File: src/adsr_pkg.sv
// ----------------------------------------------------------------------------
// adsr_pkg
// Shared types and constants of the linear ADSR envelope generator.
// ----------------------------------------------------------------------------
`default_nettype none

package adsr_pkg;

   localparam int LEN_W   = 16;    // attack, decay and release lengths
   localparam int VEL_W   = 17;    // velocity, sustain and output, 65536 = 1.0
   localparam int POS_W   = 18;    // sample position counter
   localparam int REQ_W   = 2;
   localparam int ADDR_W  = 4;
   localparam int DATA_W  = 32;

   localparam logic [VEL_W-1:0] UNIT16  = 17'h10000;
   localparam logic [POS_W-1:0] POS_MAX = '1;

   // request codes
   localparam logic [REQ_W-1:0] REQ_TICK     = 2'd0;
   localparam logic [REQ_W-1:0] REQ_NOTE_ON  = 2'd1;
   localparam logic [REQ_W-1:0] REQ_NOTE_OFF = 2'd2;

   // register indexes (byte address = 4 * index)
   localparam logic [1:0] REG_ATTACK  = 2'd0;
   localparam logic [1:0] REG_DECAY   = 2'd1;
   localparam logic [1:0] REG_SUSTAIN = 2'd2;
   localparam logic [1:0] REG_RELEASE = 2'd3;

   localparam logic [LEN_W-1:0] ATTACK_RESET  = 16'd4800;
   localparam logic [LEN_W-1:0] DECAY_RESET   = 16'd4800;
   localparam logic [VEL_W-1:0] SUSTAIN_RESET = 17'd45875;
   localparam logic [LEN_W-1:0] RELEASE_RESET = 16'd9600;

   typedef enum logic [4:0] {
      ENV_IDLE    = 5'b00001,
      ENV_ATTACK  = 5'b00010,
      ENV_DECAY   = 5'b00100,
      ENV_SUSTAIN = 5'b01000,
      ENV_RELEASE = 5'b10000
   } phase_type;

endpackage

`default_nettype wire

File: src/adsr_mul.sv
// ----------------------------------------------------------------------------
// adsr_mul
// Shift-add multiplier, one velocity bit per cycle, level times velocity.
// ----------------------------------------------------------------------------
`default_nettype none

module adsr_mul import adsr_pkg::*; #(
   parameter int MCAND_W = 24
) (
   input  wire logic                     clock,
   input  wire logic                     reset,
   input  wire logic                     start,
   input  wire logic [MCAND_W-1:0]       mcand,
   input  wire logic [VEL_W-1:0]         mplier,
   output logic                          done,
   output logic [MCAND_W+VEL_W-1:0]      product
);

   localparam int P_W   = MCAND_W + VEL_W;
   localparam int CNT_W = $clog2(VEL_W + 1);

   logic [CNT_W-1:0]   cnt_ff, cnt_in;
   logic               done_ff, done_in;
   logic [MCAND_W-1:0] mcand_ff, mcand_in;
   logic [P_W-1:0]     p_ff, p_in;
   logic [MCAND_W:0]   sum;

   // multiplier bits sit in the low part and are consumed lsb first
   assign sum = {1'b0, p_ff[P_W-1:VEL_W]} + (p_ff[0] ? {1'b0, mcand_ff} : '0);

   always_comb begin
      cnt_in   = cnt_ff;
      done_in  = 1'b0;
      mcand_in = mcand_ff;
      p_in     = p_ff;
      if (start) begin
         cnt_in   = CNT_W'(VEL_W);
         mcand_in = mcand;
         p_in     = {{MCAND_W{1'b0}}, mplier};
      end else if (cnt_ff != '0) begin
         cnt_in  = cnt_ff - 1'b1;
         done_in = (cnt_ff == CNT_W'(1));
         p_in    = {sum, p_ff[VEL_W-1:1]};
      end
   end

   always_ff @(posedge clock) begin
      if (reset) begin
         cnt_ff  <= '0;
         done_ff <= 1'b0;
      end else begin
         cnt_ff  <= cnt_in;
         done_ff <= done_in;
      end
      mcand_ff <= mcand_in;
      p_ff     <= p_in;
   end

   assign done    = done_ff;
   assign product = p_ff;

endmodule

`default_nettype wire

File: config.mk
export PLATFORM = sky130hd
export DESIGN_NAME = adsr_mul
export DESIGN_NICKNAME = d
export VERILOG_FILES = /design/src/adsr_pkg.sv /design/src/adsr_mul.sv
export SDC_FILE = /design/constraint.sdc
export NUM_CORES = 1
export LEC_CHECK = 0
export BUFFER_PORTS_ARGS = -buffer_cell sky130_fd_sc_hd__buf_4
export CAP_MARGIN = 20
export CORE_ASPECT_RATIO = 1.4
export CORE_MARGIN = 3
export CORE_UTILIZATION = 55
export CTS_BUF_LIST = sky130_fd_sc_hd__clkbuf_16
export CTS_CLUSTER_DIAMETER = 30
export DETAILED_ROUTE_END_ITERATION = 8
export GPL_TIMING_DRIVEN = 0
export PLACE_DENSITY = 0.81
export REMOVE_ABC_BUFFERS = 1
export SLEW_MARGIN = 25
export SYNTH_ARGS = -nofsm -noshare
export SYNTH_HDL_FRONTEND = slang
export SYNTH_SLANG_ARGS = --single-unit
File: constraint.sdc
create_clock -name clock -period 3.9 [get_ports clock]
set_clock_uncertainty 0.2 [all_clocks]
set_input_delay 0.195 -clock clock [delete_from_list [all_inputs] [get_ports clock]]
set_output_delay 0.195 -clock clock [all_outputs]
set_load 0.03 [all_outputs]
==> reports/qor.csv, run 1 <==
metric,value,unit
status,"complete, no violations",
Slew Limit Fails,0,
Mapped Avg Cell Area,10.80,µm²
post-synthesis compound-gate area fraction,17.55,%
fin crit share,88.83,%
fill cell count,460,
Post-Syn Area,0.003900,mm²
fmax,288.6,MHz
initial antenna violation count,0,
Port Buffers,85,
Max clock buf depth,2,
Crit path arrival time,3440,ps
largest net degree at the start of global routing,66,
Site Rows,35,
CP Max Fanout,25,
final-report setup violation count,0,
Detail Placement HPWL,6008,µm
Peak VDD IR,0.5032,mV
clock share of power,28.2,%
"Reg clk slew, reported paths",50,ps
Final Hold Fails,0,
postcts setup bufs,0,
"Area growth, synth to finish",36.19,%
TritonCTS clock tree,yes,
drt total wl,9784,µm
ys async rst share,0,%
Most used DFF post-synth,edfxtp_1,
post-synthesis register bit count,71,
Post-Synth XOR/XNOR Area,5.614,%
sequential share of the synthesized area,46.97,%
post-synthesis mux area share,4.909,%
type of origin of the critical path,flop,
maxcap violations,0,
Final nets,550,
Post-synth EDFFs,41,
total track usage,24.85,%
clk root buf,clkbuf_16,
H-tree depth,3,
Total Neg Setup Slack,0,ps
Simple-Gate Fraction of Synth Area,13.70,%
cell total after placement,518,
router iterations before antenna repair,4,
Via Count,3235,
die extent in x,77.17,µm
via density per instance,5.616,
synth top area cells,"edfxtp_1 32%, dfxtp_1 15%, ha_1 8.3%",
crit path time final,3465,ps
clk sinks,71,
Inserted Clock Buffers,9,
Worst-Skew Late Latency,340,ps
worst-margin pin slew,783.7,ps
Worst EP required,3880,ps
max_slew headroom,47.70,%
vias in the first global route,3401,
cells after synthesis,361,
routed wire length per instance,16.99,µm
min-delay worst type,in -> reg,
Starting Density,57.83,%
largest family of logic cells by synthesized area,compound AO/OA/AOI/OAI gates,
Final ANT Viol Nets,0,
initial drt markers,206,
most frequent cell after synthesis,edfxtp_1,
core area,0.006744,mm²
Die Area,0.008152,mm²
Netlist cell types,52,
CTS resizes,0,
sw power,1.116,mW
RSZ-0062 raised after global routing,false,
Seq pwr share,33.5,%
layout cells sized above 1,28.72,%
PD cells,584.0,mW/mm²
critical path endpoint category,flop,
Top-Level Pins,86,
Layout Cells excl Fill,576,
post-synthesis adder-cell area fraction,8.855,%
Gate power share,38.3,%
Pleak,2.242,nW
first-pass GRT wire length,16130,µm
post-synth top area cell,edfxtp_1,
crit path kind,reg -> reg,
Ys Warns,0,
Yosys top cell area share,31.57,%
Int Pwr,1.986,mW
Placer Congestion,0.8604,
# diodes,0,
switch share,35.97,%
Commonest cells post-synth,"41 x edfxtp_1, 30 x dfxtp_1, 29 x nand2_1",
overall die height,105.6,µm
grt ovf,0,
detailed-route DRC error count,0,
## cells by family (layout without fill, tap and decap cells)
| group | after synthesis | after routing |
|---|---|---|
| fa+ha+maj | 27 | 27 |
| buf+inv | 24 | 147 |
| compound gates | 91 | 91 |
| flops | 71 | 71 |
| mux | 17 | 17 |
| xor+xnor | 25 | 25 |
| simple gates | 106 | 106 |
## power groups by stage
stage / registers [mW] / clock network, mW / logic (mW)
after global placement: 1.04 / 0 / 1.11
after CTS: 1.04 / 0.876 / 1.18
after detailed placement: 1.05 / 0 / 1.13
final: 1.04 / 0.874 / 1.19
after floorplan: 1.23 / 0 / 0.603
after global routing: 1.06 / 0.912 / 1.29
## final timing paths
kind | startpoint | end | slack [ps] | cells after the start
worst max-delay path | product[0]$_DFFE_PP_ | product[40]$_SDFFE_PP0P_ | 440 | 10
worst min-delay path | start | product[24]$_SDFFE_PP0P_ | 250 | 2
worst max register to register | product[0]$_DFFE_PP_ | product[40]$_SDFFE_PP0P_ | 440 | 10
worst min register to register | product[25]$_SDFFE_PP0P_ | product[25]$_SDFFE_PP0P_ | 280 | 2
## state kept, by name (all words and copies together) (netlist names)
name	flops
mcand_ff	24
cnt_ff	5
product	41
done	1
## area by class of cell
type,count,area (µm²),area share [%]
multi-input combinational,266,1977,37.22
clock buffer,9,225.2,4.240
sequential,71,1832,34.49
clock inverter,7,88.84,1.673
inverter,4,15.01,0.2827
tap,92,115.1,2.167
timing repair buffer,127,1059,19.93
## critical path: stages (launching register included)
cell,delay [ps]
edfxtp_1,690
and2_1,280
ha_1,250
fa_1,420
a21oi_1,330
nor3_2,90
nor3_1,290
a31oi_2,200
o21ai_1,290
o21ai_1,100
nor4b_2,170
## cell usage in the layout, fill, tap and decap left out, types with 5 or more instances in the layout
cell            n
nand2_1        29
a31oi_1         5
a211oi_1        7
dfxtp_1        30
dlygate4sd3_1  42
xnor2_1        17
a21oi_1        24
nor2_1         25
nor2b_1         5
and2_1         24
xor2_1          8
mux2_2         17
a21o_1          7
edfxtp_1       41
inv_1           5
clkbuf_16       9
o21ai_0         7
ha_1           26
buf_4          85
a22o_1          6
## routing by layer
| layer | up-vias | GRT usage (%) | routed length (µm) |
|---|---|---|---|
| met5 | - | 0 | 0 |
| met4 | 0 | 11.58 | 323 |
| met3 | 31 | 5.556 | 366 |
| met2 | 96 | 44.99 | 5454 |
| met1 | 1545 | 27.15 | 3640 |
| li1 | 1563 | - | - |
## metrics by stage
stage | setup slack (ps) | cell area [µm²] | hold WS, ps | power [mW] | utilization [%]
after CTS | 453.1 | 5311 | 254.3 | 3.094 | 78.76
after floorplan | 886.6 | 3821 | 59.65 | 1.832 | -
after global routing | 192.2 | 5311 | 291.1 | 3.258 | 78.76
after detailed placement | 478.3 | 4577 | 174.3 | 2.183 | 67.87
after global placement | 482.0 | 4574 | 172.9 | 2.148 | 67.83
final | 435.5 | 5311 | 250.3 | 3.102 | 78.76
## repair_timing
action                     4_1_cts  5_1_grt
setup endpoints to repair        0        0
hold buffers                    42        0
hold endpoints to repair        47        0
(Power assumes the default switching activity.)
==> run 2: changes to the inputs <==
Settings changed: ABC_AREA set to 1, PLACE_DENSITY 0.81 to 0.79.
==> reports/qor.csv, run 2 <==
metric,value,unit,change
Total Neg Setup Slack,0,ps,unchanged
overall die height,114.0,µm,+7.9%
Port Buffers,85,,unchanged
detailed-route DRC error count,0,,unchanged
Netlist cell types,36,,-31%
Inserted Clock Buffers,9,,unchanged
Yosys top cell area share,26.86,%,-4.7 points
max_slew headroom,36.65,%,-11 points
most frequent cells in the layout,"234 x nand2_1, 131 x inv_1, 85 x buf_4, 42 x nor2_1, 42 x dlygate4sd3_1",,
Final nets,849,,+54%
cts hold-fix bufs,42,,unchanged
post-layout power,3.129,mW,+0.88%
synth top area cells,"edfxtp_1 27%, nand2_1 19%, dfxtp_1 13%",,
Top-Level Pins,86,,unchanged
routed wire length per instance,14.89,µm,-12%
Mapped Avg Cell Area,7.019,µm²,-35%
sequential share of the synthesized area,39.97,%,-7.0 points
Crit-path slowest cell,edfxtp_1,,
Peak VDD IR,0.3569,mV,-29%
die extent in x,83.15,µm,+7.7%
Layout Cells excl Fill,883,,+53%
Multi-input gate area,0.002193,mm²,+11%
Die Area,0.009480,mm²,+16%
Most used DFF post-synth,edfxtp_1,,
initial antenna violation count,0,,unchanged
Site Rows,38,,+8.6%
largest net degree at the start of global routing,45,,-32%
total track usage,28.47,%,+3.6 points
maxcap violations,0,,unchanged
crit path kind,reg -> reg,,
type of origin of the critical path,flop,,
status,"complete, no violations",,
post-synthesis register bit count,71,,unchanged
Pleak,3.411,nW,+52%
Max clock buf depth,2,,unchanged
first-pass GRT wire length,21510,µm,+33%
setup ws final,770.3,ps,+334.8 ps
# diodes,0,,unchanged
Post-synth EDFFs,41,,unchanged
most frequent cell after synthesis,nand2_1,,
Slew Limit Fails,0,,unchanged
dpl ws,807.0,ps,+328.7 ps
ys async rst share,0,%,unchanged
initial drt markers,302,,+47%
H-tree depth,3,,unchanged
Detail Placement HPWL,8930,µm,+49%
PD cells,517.5,mW/mm²,-11%
"most common cell after layout, fill and taps aside",nand2_1,,
Seq. cell area,0.001832,mm²,unchanged
CP most frequent cell,nand2_1,,
Util after Layout,76.16,%,-2.6 points
critical path endpoint category,flop,,
Final ANT Viol Nets,0,,unchanged
CP Max Fanout,25,,unchanged
CTS resizes,0,,unchanged
Via Count,4510,,+39%
"Cell Chain, Critical Path",nand2_1 -> inv_1 -> ha_1 -> fa_1 -> nand2_1 -> nand2_1 -> nand2_1 -> o21ai_2 -> nand2_1 -> nand3_1 -> nand2_1 -> o21bai_1 -> inv_1,,
fin crit share,80.25,%,-8.6 points
RSZ-0062 raised after global routing,false,,
via density per instance,5.108,,-9.1%
clk root buf,clkbuf_16,,
postcts setup bufs,0,,unchanged
worst-margin pin slew,950.2,ps,+166.5 ps
layout cells sized above 1,15.96,%,-13 points
core area,0.007940,mm²,+18%
vias in the first global route,4629,,+36%
grt ovf,0,,unchanged
Largest register FFs,41,,unchanged
Worst EP required,3920,ps,+40 ps
router iterations before antenna repair,5,,+1
Final Hold Fails,0,,unchanged
cells after synthesis,653,,+81%
Placer Congestion,0.9231,,+7.3%
max incr delay on CP,970,ps,+280 ps
cell total after placement,825,,+59%
"Reg clk slew, reported paths",60,ps,about the same
Crit path arrival time,3150,ps,-290 ps
Post-Syn Area,0.004583,mm²,+18%
final-report setup violation count,0,,unchanged
clk sinks,71,,unchanged
post-synth top area cell,edfxtp_1,,
fill cell count,565,,+23%
Commonest cells post-synth,"234 x nand2_1, 129 x inv_1, 42 x nor2_1",,
crit path time final,3130,ps,-334.8 ps
fmax,319.5,MHz,+11%
drt total wl,13150,µm,+34%
"Area growth, synth to finish",31.94,%,
Worst-Skew Late Latency,330,ps,about the same
Starting Density,57.72,%,-0.11 points
TritonCTS clock tree,yes,,
min-delay worst type,in -> reg,,
Ys Warns,0,,unchanged
[run 2: cell count changes in the layout (fill, tap and decap cells not counted), sizes merged, moves of 8 or more]
cell,delta
and2,-25
a22o,-8
a211oi,-10
inv,+126
a21oi,-9
nand3,+34
mux2,-17
nor2,+22
xnor2,-13
nand2,+212
o21ai,+12
[run 2: power breakdown]
part / switching [mW] / internal (mW)
registers: 0.0984 / 0.923
clock network: 0.318 / 0.622
logic: 0.742 / 0.425
total: 1.16 / 1.97
[run 2: final timing paths]
path | startpoint | to | slack [ps] | depth (start not counted)
setup / recovery | product[0]$_DFFE_PP_ | product[32]$_SDFFE_PP0P_ | 770 | 13
hold / removal | start | mcand_ff[11]$_DFFE_PP_ | 180 | 1
setup reg to reg | product[0]$_DFFE_PP_ | product[32]$_SDFFE_PP0P_ | 770 | 13
hold reg to reg | cnt_ff[4]$_SDFFE_PP0P_ | done$_SDFF_PP0_ | 290 | 1
[run 2: critical path, delay by kind of cell, from the launching register on]
family / cells / cell delay [ps]
buffers and inverters: 2 / 160
AO/OA/AOI/OAI: 2 / 460
adder cells (fa/ha/maj): 2 / 490
flip-flops: 1 / 970
AND/OR/NAND/NOR: 7 / 720
[run 2: logic make-up (layout without fill, tap and decap cells)]
family	after synthesis	in the layout	share of synthesized area, %
xor+xnor	9	9	1.720
fa+ha+maj	27	27	7.535
flops	71	71	39.97
buf+inv	145	275	12.18
compound gates	51	51	6.225
simple gates	350	350	32.38
[run 2: cell type report]
cell class	count	area share, %
Timing Repair Buffer	127	17.50
Inverter	132	8.235
Sequential cell	71	30.29
Clock buffer	9	3.724
Tap cell	100	2.069
Multi-Input combinational cell	437	36.27
Clock inverter	7	1.904
[run 2: metal layers]
| metal | share of wire [%] | global-route usage, % | vias up |
|---|---|---|---|
| met3 | 5.9 | 5.925 | 44 |
| met4 | 4.2 | 14.94 | 0 |
| li1 | - | - | 2260 |
| met2 | 51 | 51.66 | 175 |
| met1 | 39 | 31.06 | 2031 |
| met5 | 0 | 0 | - |
[run 2: per-stage QoR]
stage          hold WS (ps)  cell area (µm²)
2_1_floorplan         64.07             4522
3_3_place_gp          166.3             5285
3_5_place_dp          168.5             5286
4_1_cts               176.6             6047
5_1_grt               188.7             6047
6_report              181.1             6047
