$ cat config.mk
export PLATFORM = sky130hd
export DESIGN_NAME = adsr_div
export DESIGN_NICKNAME = d
export VERILOG_FILES = /design/src/adsr_pkg.sv /design/src/adsr_div.sv
export SDC_FILE = /design/constraint.sdc
export NUM_CORES = 1
export LEC_CHECK = 0
export BUFFER_PORTS_ARGS = -buffer_cell sky130_fd_sc_hd__buf_2
export CAP_MARGIN = 30
export CORE_MARGIN = 2
export CORE_UTILIZATION = 55
export DETAILED_ROUTE_END_ITERATION = 10
export GPL_ROUTABILITY_DRIVEN = 0
export HOLD_SLACK_MARGIN = 0.06
export PLACE_DENSITY = 0.78
export SYNTH_ARGS = -nofsm -noshare
export SYNTH_HDL_FRONTEND = slang
export SYNTH_SLANG_ARGS = --single-unit
export TNS_END_PERCENT = 20
$ cat constraint.sdc
create_clock -name clock -period 7.6 [get_ports clock]
set_input_delay 1.14 -clock clock [delete_from_list [all_inputs] [get_ports clock]]
set_output_delay 1.14 -clock clock [all_outputs]
set_load 0.05 [all_outputs]
$ cat src/adsr_pkg.sv
// ----------------------------------------------------------------------------
// adsr_pkg
// Shared types and constants of the linear ADSR envelope generator.
// ----------------------------------------------------------------------------
`default_nettype none

package adsr_pkg;

   localparam int LEN_W   = 16;    // attack, decay and release lengths
   localparam int VEL_W   = 17;    // velocity, sustain and output, 65536 = 1.0
   localparam int POS_W   = 18;    // sample position counter
   localparam int REQ_W   = 2;
   localparam int ADDR_W  = 4;
   localparam int DATA_W  = 32;

   localparam logic [VEL_W-1:0] UNIT16  = 17'h10000;
   localparam logic [POS_W-1:0] POS_MAX = '1;

   // request codes
   localparam logic [REQ_W-1:0] REQ_TICK     = 2'd0;
   localparam logic [REQ_W-1:0] REQ_NOTE_ON  = 2'd1;
   localparam logic [REQ_W-1:0] REQ_NOTE_OFF = 2'd2;

   // register indexes (byte address = 4 * index)
   localparam logic [1:0] REG_ATTACK  = 2'd0;
   localparam logic [1:0] REG_DECAY   = 2'd1;
   localparam logic [1:0] REG_SUSTAIN = 2'd2;
   localparam logic [1:0] REG_RELEASE = 2'd3;

   localparam logic [LEN_W-1:0] ATTACK_RESET  = 16'd4800;
   localparam logic [LEN_W-1:0] DECAY_RESET   = 16'd4800;
   localparam logic [VEL_W-1:0] SUSTAIN_RESET = 17'd45875;
   localparam logic [LEN_W-1:0] RELEASE_RESET = 16'd9600;

   typedef enum logic [4:0] {
      ENV_IDLE    = 5'b00001,
      ENV_ATTACK  = 5'b00010,
      ENV_DECAY   = 5'b00100,
      ENV_SUSTAIN = 5'b01000,
      ENV_RELEASE = 5'b10000
   } phase_type;

endpackage

`default_nettype wire

$ cat src/adsr_div.sv
// ----------------------------------------------------------------------------
// adsr_div
// Restoring divider, one quotient bit per cycle, for the per-sample step.
// ----------------------------------------------------------------------------
`default_nettype none

module adsr_div import adsr_pkg::*; #(
   parameter int NUM_W = 24
) (
   input  wire logic             clock,
   input  wire logic             reset,
   input  wire logic             start,
   input  wire logic [NUM_W-1:0] dividend,
   input  wire logic [LEN_W-1:0] divisor,
   output logic                  done,
   output logic [NUM_W-1:0]      quotient
);

   localparam int CNT_W = $clog2(NUM_W + 1);

   logic [CNT_W-1:0] cnt_ff, cnt_in;
   logic             done_ff, done_in;
   logic [LEN_W-1:0] rem_ff, rem_in;
   logic [NUM_W-1:0] qd_ff, qd_in;
   logic [LEN_W-1:0] dsr_ff, dsr_in;
   logic [LEN_W:0]   shifted;
   logic             ge;

   // dividend bits leave at the top while quotient bits enter at the bottom
   assign shifted = {rem_ff, qd_ff[NUM_W-1]};
   assign ge      = shifted >= {1'b0, dsr_ff};

   always_comb begin
      cnt_in  = cnt_ff;
      done_in = 1'b0;
      rem_in  = rem_ff;
      qd_in   = qd_ff;
      dsr_in  = dsr_ff;
      if (start) begin
         cnt_in = CNT_W'(NUM_W);
         rem_in = '0;
         qd_in  = dividend;
         dsr_in = divisor;
      end else if (cnt_ff != '0) begin
         cnt_in  = cnt_ff - 1'b1;
         done_in = (cnt_ff == CNT_W'(1));
         // remainder stays below the divisor, so it fits in LEN_W bits
         rem_in  = ge ? LEN_W'(shifted - {1'b0, dsr_ff}) : shifted[LEN_W-1:0];
         qd_in   = {qd_ff[NUM_W-2:0], ge};
      end
   end

   always_ff @(posedge clock) begin
      if (reset) begin
         cnt_ff  <= '0;
         done_ff <= 1'b0;
      end else begin
         cnt_ff  <= cnt_in;
         done_ff <= done_in;
      end
      rem_ff <= rem_in;
      qd_ff  <= qd_in;
      dsr_ff <= dsr_in;
   end

   assign done     = done_ff;
   assign quotient = qd_ff;

endmodule

`default_nettype wire

==> qor.csv, run 1 <==
stage;metric;value;unit
timing;Final Cycle Share;36.27;%
power;part of the power in registers;32.3;%
power;logic gate share of total power;48.3;%
critical_path;crit path capture type;register;
routing;DR WL/cell;15.30;µm
clock_network;Hold-fix buffers, CTS;0;
final_layout;total area of sequential cells;1642;µm²
placed_design;dpl hpwl;5003;µm
global_route;Total GRT Usage;21.35;%
floorplan;I/O pin cnt;68;
synth;EDFF count, synth;40;
clock_network;deepest clock path buffer count;2;
routing;Initial DRC Count;156;
synth;FF+latch count, synth;62;
floorplan;Die Span Y;84.92;µm
synth;Distinct cells, synth;61;
floorplan;Die X;84.92;µm
routing;DRT Pass-1 Iters;4;
timing;actual slew at the worst max-slew pin;1.023;ns
timing;max-slew violations;0;
floorplan;Starting Density;56.71;%
clock_network;H-tree Lvls;3;
final_layout;P&R area growth vs syn;16.99;%
routing;antenna-violating nets left;0;
timing;Max-slew headroom;31.27;%
floorplan;die area;7211;µm²
clock_network;cts repair resizes;0;
placed_design;PortBufs;67;
critical_path;Critical Path RT;7.65;ns
clock_network;Post-CTS Setup Bufs;0;
timing;endpoints failing setup;0;
routing;final WL;7343;µm
power;Sw Share;42.98;%
timing;unrepaired setup endpoints after global routing;no;
power;PD cells;364.1;nW/µm²
power;Leak;1.851;nW
synth;Synth Area per Inst;10.85;µm²
synth;Post-Syn Nets;395;
clock_network;CTS tree;yes;
clock_network;Clock Sinks;62;
final_layout;# nets final;461;
synth;Post-Syn Area;3601;µm²
synth;Ys Warns;0;
clock_network;clk root buf;clkbuf_8;
timing;clock skew;0.01518;ns
flow_run;max-cap violation count;0;
synth;main area contributors after synthesis;edfxtp_1 33%, dfxtp_1 12%, mux2_2 7.5%, ha_1 6.6%, a311oi_2 2.9%;
power;Psw;0.6592;mW
routing;Post-route DRC;0;
final_layout;Core Util, Final;66.34;%
floorplan;Cell Rows;29;
routing;Vias;2765;
synth;FFs w/ async S/R, synth;0;%
synth;most instantiated cells after synthesis;40 x edfxtp_1, 24 x mux2_2, 24 x nand2_1;
global_route;largest net degree at the start of global routing;60;
critical_path;WS Path Type;in -> reg;
timing;setup TNS;0;ns
global_route;number of global-route vias before repair;2690;
power;Int Power;0.8745;mW
clock_network;Num CTS Buffers;9;
power;clock network power share;19.4;%
power;peak supply drop;0.0002019;V
global_route;first-pass GRT wire length;12230;µm
critical_path;Critical Path Source Type;input port;
routing;post-DR vias/cell;5.760;
synth;ys flop type;edfxtp_1;
clock_network;clk_lat worst skew;0.35;ns
critical_path;crit path DAT;2.81;ns
final_layout;# diodes;0;
critical_path;CP Max Fanout;59;
clock_network;clk slew on worst S/H paths;0.07;ns
final_layout;fraction of layout cells with a size suffix above 1;32.51;%
synth;sequential share of the synthesized area;45.59;%
timing;Final Hold Vio Count;0;
critical_path;R2R Setup Slk;4.86;ns
final_layout;area occupied by multi-input gates;1795;µm²
synth;Mapped Cells;332;
timing;minimum clock period;2.757;ns
hold_path;Hold Path Class;reg -> reg;
synth;Synth top area share;33.36;%
floorplan;core region area;6350;µm²
final_layout;Fillers;482;
global_route;GR Overflow Total;0;
timing;Max Fclk;362.7;MHz
synth;most common cell in the netlist;edfxtp_1;
synth;largest area contributor in the netlist;edfxtp_1;
run_status;status;finished clean;
global_route;initial antenna violation count;0;
[stage by stage]
step | cell area, µm² | total power [mW] | setup WS, ns | std cells | hold slack [ns]
CTS | 4185 | 1.533 | 4.441 | 479 | 0.5270
detailed placement | 3981 | 1.228 | 4.059 | 463 | 0.5085
finish | 4213 | 1.534 | 4.843 | 480 | 0.5270
floorplan | 3601 | 1.096 | 5.079 | 332 | 0.4574
global route | 4213 | 1.634 | 4.663 | 480 | 0.5484
global placement | 3981 | 1.215 | 4.160 | 463 | 0.5040
[power by group through the flow]
stage / Combinational (mW) / Sequential [mW] / Clock [mW]
floorplan: 0.513 / 0.583 / 0
global placement: 0.716 / 0.499 / 0
finish: 0.741 / 0.495 / 0.298
global route: 0.811 / 0.504 / 0.319
CTS: 0.733 / 0.495 / 0.305
detailed placement: 0.728 / 0.500 / 0
[registers in the layout, indices dropped and copies added, names as in the netlist]
register  count
quotient     24
dsr_ff       16
rem_ff       16
cnt_ff        5
done          1
[per-layer routing]
layer | share of wire (%) | vias to the layer above | wire (µm) | GRT usage, %
met5 | 0 | - | 0 | 0
met4 | 1.2 | 0 | 87 | 7.071
met3 | 5.8 | 9 | 429 | 7.588
met2 | 48 | 75 | 3508 | 33.07
met1 | 45 | 1302 | 3318 | 28.11
li1 | - | 1379 | - | -
[kinds of logic (layout without fill, tap and decap cells)]
group                    after synthesis  after routing  share of synthesized area [%]
AO/OA/AOI/OAI                         82             82                          18.03
XOR/XNOR                               8              8                          1.946
adder cells (fa/ha/maj)               20             20                          7.158
buffers and inverters                 40            111                          4.725
flip-flops                            62             62                          45.59
multiplexers                          29             29                          8.895
AND/OR/NAND/NOR                       91             91                          13.66
[worst max-delay path, stage by stage]
cell and delay (ns):
buf_2 0.07, buf_4 0.58, clkinv_1 0.45, nand2_1 0.32, buf_16 0.21
[layout by cell type, fill, tap and decap left out, types with 2 or more instances in the layout]
cell        instances
mux2i_1             5
and3_1              3
or3_1               4
a21oi_1            19
o21a_1              3
buf_2              67
ha_1               19
a211oi_1            4
a31o_2              2
buf_4               3
and4_1              2
xnor2_1             7
mux2_2             24
inv_6               3
nand3_1            10
a21o_1             10
clkinvlp_4          2
nand3b_1            2
nor3_1              3
a21boi_0            2
nor2_1             23
o211ai_1            2
a311oi_2            7
a41oi_1             2
edfxtp_1           40
nand4_1             4
o311ai_0            3
clkbuf_8            9
dfxtp_1            22
nand2_1            24
inv_1              23
nand2b_1            3
o21ai_0            14
[path summary, 6_finish.rpt]
check	startpoint	to	cells past startpoint
worst min register to register	cnt_ff[4]$_SDFFE_PP0P_	done$_SDFF_PP0_	1
worst max-delay path	start	quotient[22]$_DFFE_PP_	5
worst max register to register	dsr_ff[3]$_DFFE_PP_	rem_ff[10]$_SDFFE_PP0P_	8
worst min-delay path	cnt_ff[4]$_SDFFE_PP0P_	done$_SDFF_PP0_	1
[area by class of cell]
type	count	share of cell area, %
Multi-Input combinational cell	230	42.62
Sequential cell	62	38.97
Timing Repair Buffer	71	9.148
Clock buffer	9	2.940
Tap cell	77	2.287
Inverter	24	2.138
Clock inverter	7	1.901
(Power assumes the default switching activity.)
==> run 2: changes to the inputs <==
clock period = 2.6 ns   (was 7.6 ns; I/O delays follow)
==> run 2 against run 1 <==
- flip-flop and latch count unchanged
- wire length up 6.2%
- non-clock buffer count increased by 18
- via count is 5.6% higher
- setup slack worse by 4.7 ns
- first-iteration DRC count up 29%
- critical path depth rose by 2
- sequential share of layout area decreased by 1.1 points
- clock skew is 0.0016 ns lower
- hold slack got worse by 0.31 ns
- highest routed layer unchanged
==> qor.csv, run 2 (synthesis results as in run 1) <==
stage;metric;value;unit
placed_design;PortBufs;67;
timing;Max Fclk;401.4;MHz
hold_path;Worst Hold End;dsr_ff[0]$_DFFE_PP_;
clock_network;deepest clock path buffer count;2;
placed_design;dpl hpwl;5646;µm
clock_network;clk slew on worst S/H paths;0.08;ns
critical_path;Crit path largest cell delay;0.68;ns
final_layout;number of flip-flops under the largest register name;24;
timing;Max-slew headroom;66.91;%
clock_network;clk_lat worst skew;0.35;ns
floorplan;core region area;6350;µm²
critical_path;WS Path Type;reg -> reg;
timing;worst hold margin;0.2130;ns
power;PD cells;1083;nW/µm²
clock_network;Clock Sinks;62;
critical_path;FF-to-FF path depth;7;
final_layout;commonest non-fill, non-tap cell in the layout;buf_2;
clock_network;Post-CTS Setup Bufs;3;
final_layout;Fillers;492;
floorplan;Die Span Y;84.92;µm
global_route;GR Overflow Total;0;
hold_path;Hold Path Class;in -> reg;
power;Leak;1.937;nW
critical_path;Crit-path slowest cell;or4_4;
timing;unrepaired setup endpoints after global routing;no;
timing;actual slew at the worst max-slew pin;0.4964;ns
final_layout;# nets final;479;
global_route;first-pass GRT wire length;12680;µm
routing;Post-route DRC;0;
clock_network;H-tree Lvls;3;
timing;clock skew;0.01360;ns
clock_network;CTS tree;yes;
timing;Final Cycle Share;95.82;%
global_route;number of global-route vias before repair;2810;
final_layout;# diodes;0;
routing;Initial DRC Count;202;
power;total power;4.696;mW
critical_path;Critical path origin;rem_ff[2]$_SDFFE_PP0P_;
floorplan;Cell Rows;29;
placed_design;pre-CTS WS;-0.07133;ns
critical_path;CP cell instances;ha_1 > a21o_1 > a21oi_4 > a311oi_4 > or4_4 > o311a_1 > a2111oi_2;
timing;minimum clock period;2.491;ns
hold_path;hold wc startpoint;divisor[0];
timing;setup TNS;0;ns
floorplan;die area;7211;µm²
routing;Vias;2919;
run_status;status;finished clean;
floorplan;Die X;84.92;µm
clock_network;cts repair resizes;0;
routing;final WL;7799;µm
routing;DR WL/cell;15.66;µm
global_route;Total GRT Usage;22.31;%
critical_path;crit path capture type;register;
critical_path;Critical Path Source Type;register;
floorplan;I/O pin cnt;68;
timing;max-slew violations;0;
global_route;largest net degree at the start of global routing;27;
global_route;initial antenna violation count;0;
critical_path;R2R Setup Slk;0.11;ns
clock_network;Num CTS Buffers;9;
final_layout;most frequent cells in the layout;67 x buf_2, 40 x edfxtp_1, 24 x nand2_1, 24 x mux2_2;
critical_path;Critical Path RT;2.85;ns
final_layout;fraction of layout cells with a size suffix above 1;35.39;%
routing;antenna-violating nets left;0;
critical_path;reg2reg start;rem_ff[2]$_SDFFE_PP0P_;
timing;endpoints failing setup;0;
critical_path;crit path DAT;2.74;ns
final_layout;Core Util, Final;68.32;%
timing;Final WS setup;0.1086;ns
power;peak supply drop;0.0005656;V
floorplan;Starting Density;56.71;%
routing;DRT Pass-1 Iters;5;
clock_network;Hold-fix buffers, CTS;0;
routing;post-DR vias/cell;5.861;
critical_path;CP Max Fanout;13;
critical_path;RR Endpoint;rem_ff[7]$_SDFFE_PP0P_;
clock_network;clk root buf;clkbuf_8;
final_layout;P&R area growth vs syn;20.47;%
hold_path;hold path cells;1;
flow_run;max-cap violation count;0;
timing;Final Hold Vio Count;0;
## run 2: cell types whose count changed in the layout (fill, tap and decap cells not counted), sizes merged
cell	previous run	this run
buf	71	89
clkinvlp	2	1
inv	26	27
## run 2: stage by stage
stage / cell area [µm²] / cells
after global routing: 4338 / 498
final: 4338 / 498
after global placement: 4114 / 479
after CTS: 4338 / 498
after detailed placement: 4114 / 479
after floorplan: 3601 / 332
## run 2: cell type report
type / count / area [µm²] / area share, %
Tap cell: 77 / 96.34 / 2.221
Multi-Input combinational cell: 230 / 1795 / 41.39
Inverter: 24 / 90.09 / 2.077
Sequential cell: 62 / 1642 / 37.84
Clock buffer: 9 / 123.9 / 2.855
Clock inverter: 7 / 77.57 / 1.788
Timing Repair Buffer: 89 / 513.0 / 11.83
## run 2: routing by layer
layer  GRT usage (%)  wire length [µm]
met5               0                 0
met4           7.359               123
met3           6.712               466
met2           36.08              3809
met1           28.85              3400
## run 2: worst max path at each step
stage                              to  slack, ns  depth (start not counted)
2_1_floorplan   quotient[0]$_DFFE_PP_       0.08                          8
3_3_place_gp   rem_ff[4]$_SDFFE_PP0P_      -0.03                          8
3_5_place_dp   rem_ff[5]$_SDFFE_PP0P_      -0.07                          8
4_1_cts        rem_ff[7]$_SDFFE_PP0P_       0.10                          8
5_1_grt         quotient[0]$_DFFE_PP_       0.02                          6
6_report       rem_ff[7]$_SDFFE_PP0P_       0.11                          7
## run 2: report_power, final
part | internal (mW) | switching [mW]
Sequential | 1.29 | 0.145
Combinational | 0.954 | 1.43
Clock | 0.454 | 0.416
## run 2: critical path, delay by kind of cell, from the launching register on
kind / cells / cell delay, ns
compound gates: 5 / 1.01
fa+ha+maj: 1 / 0.36
flops: 1 / 0.33
simple gates: 1 / 0.68
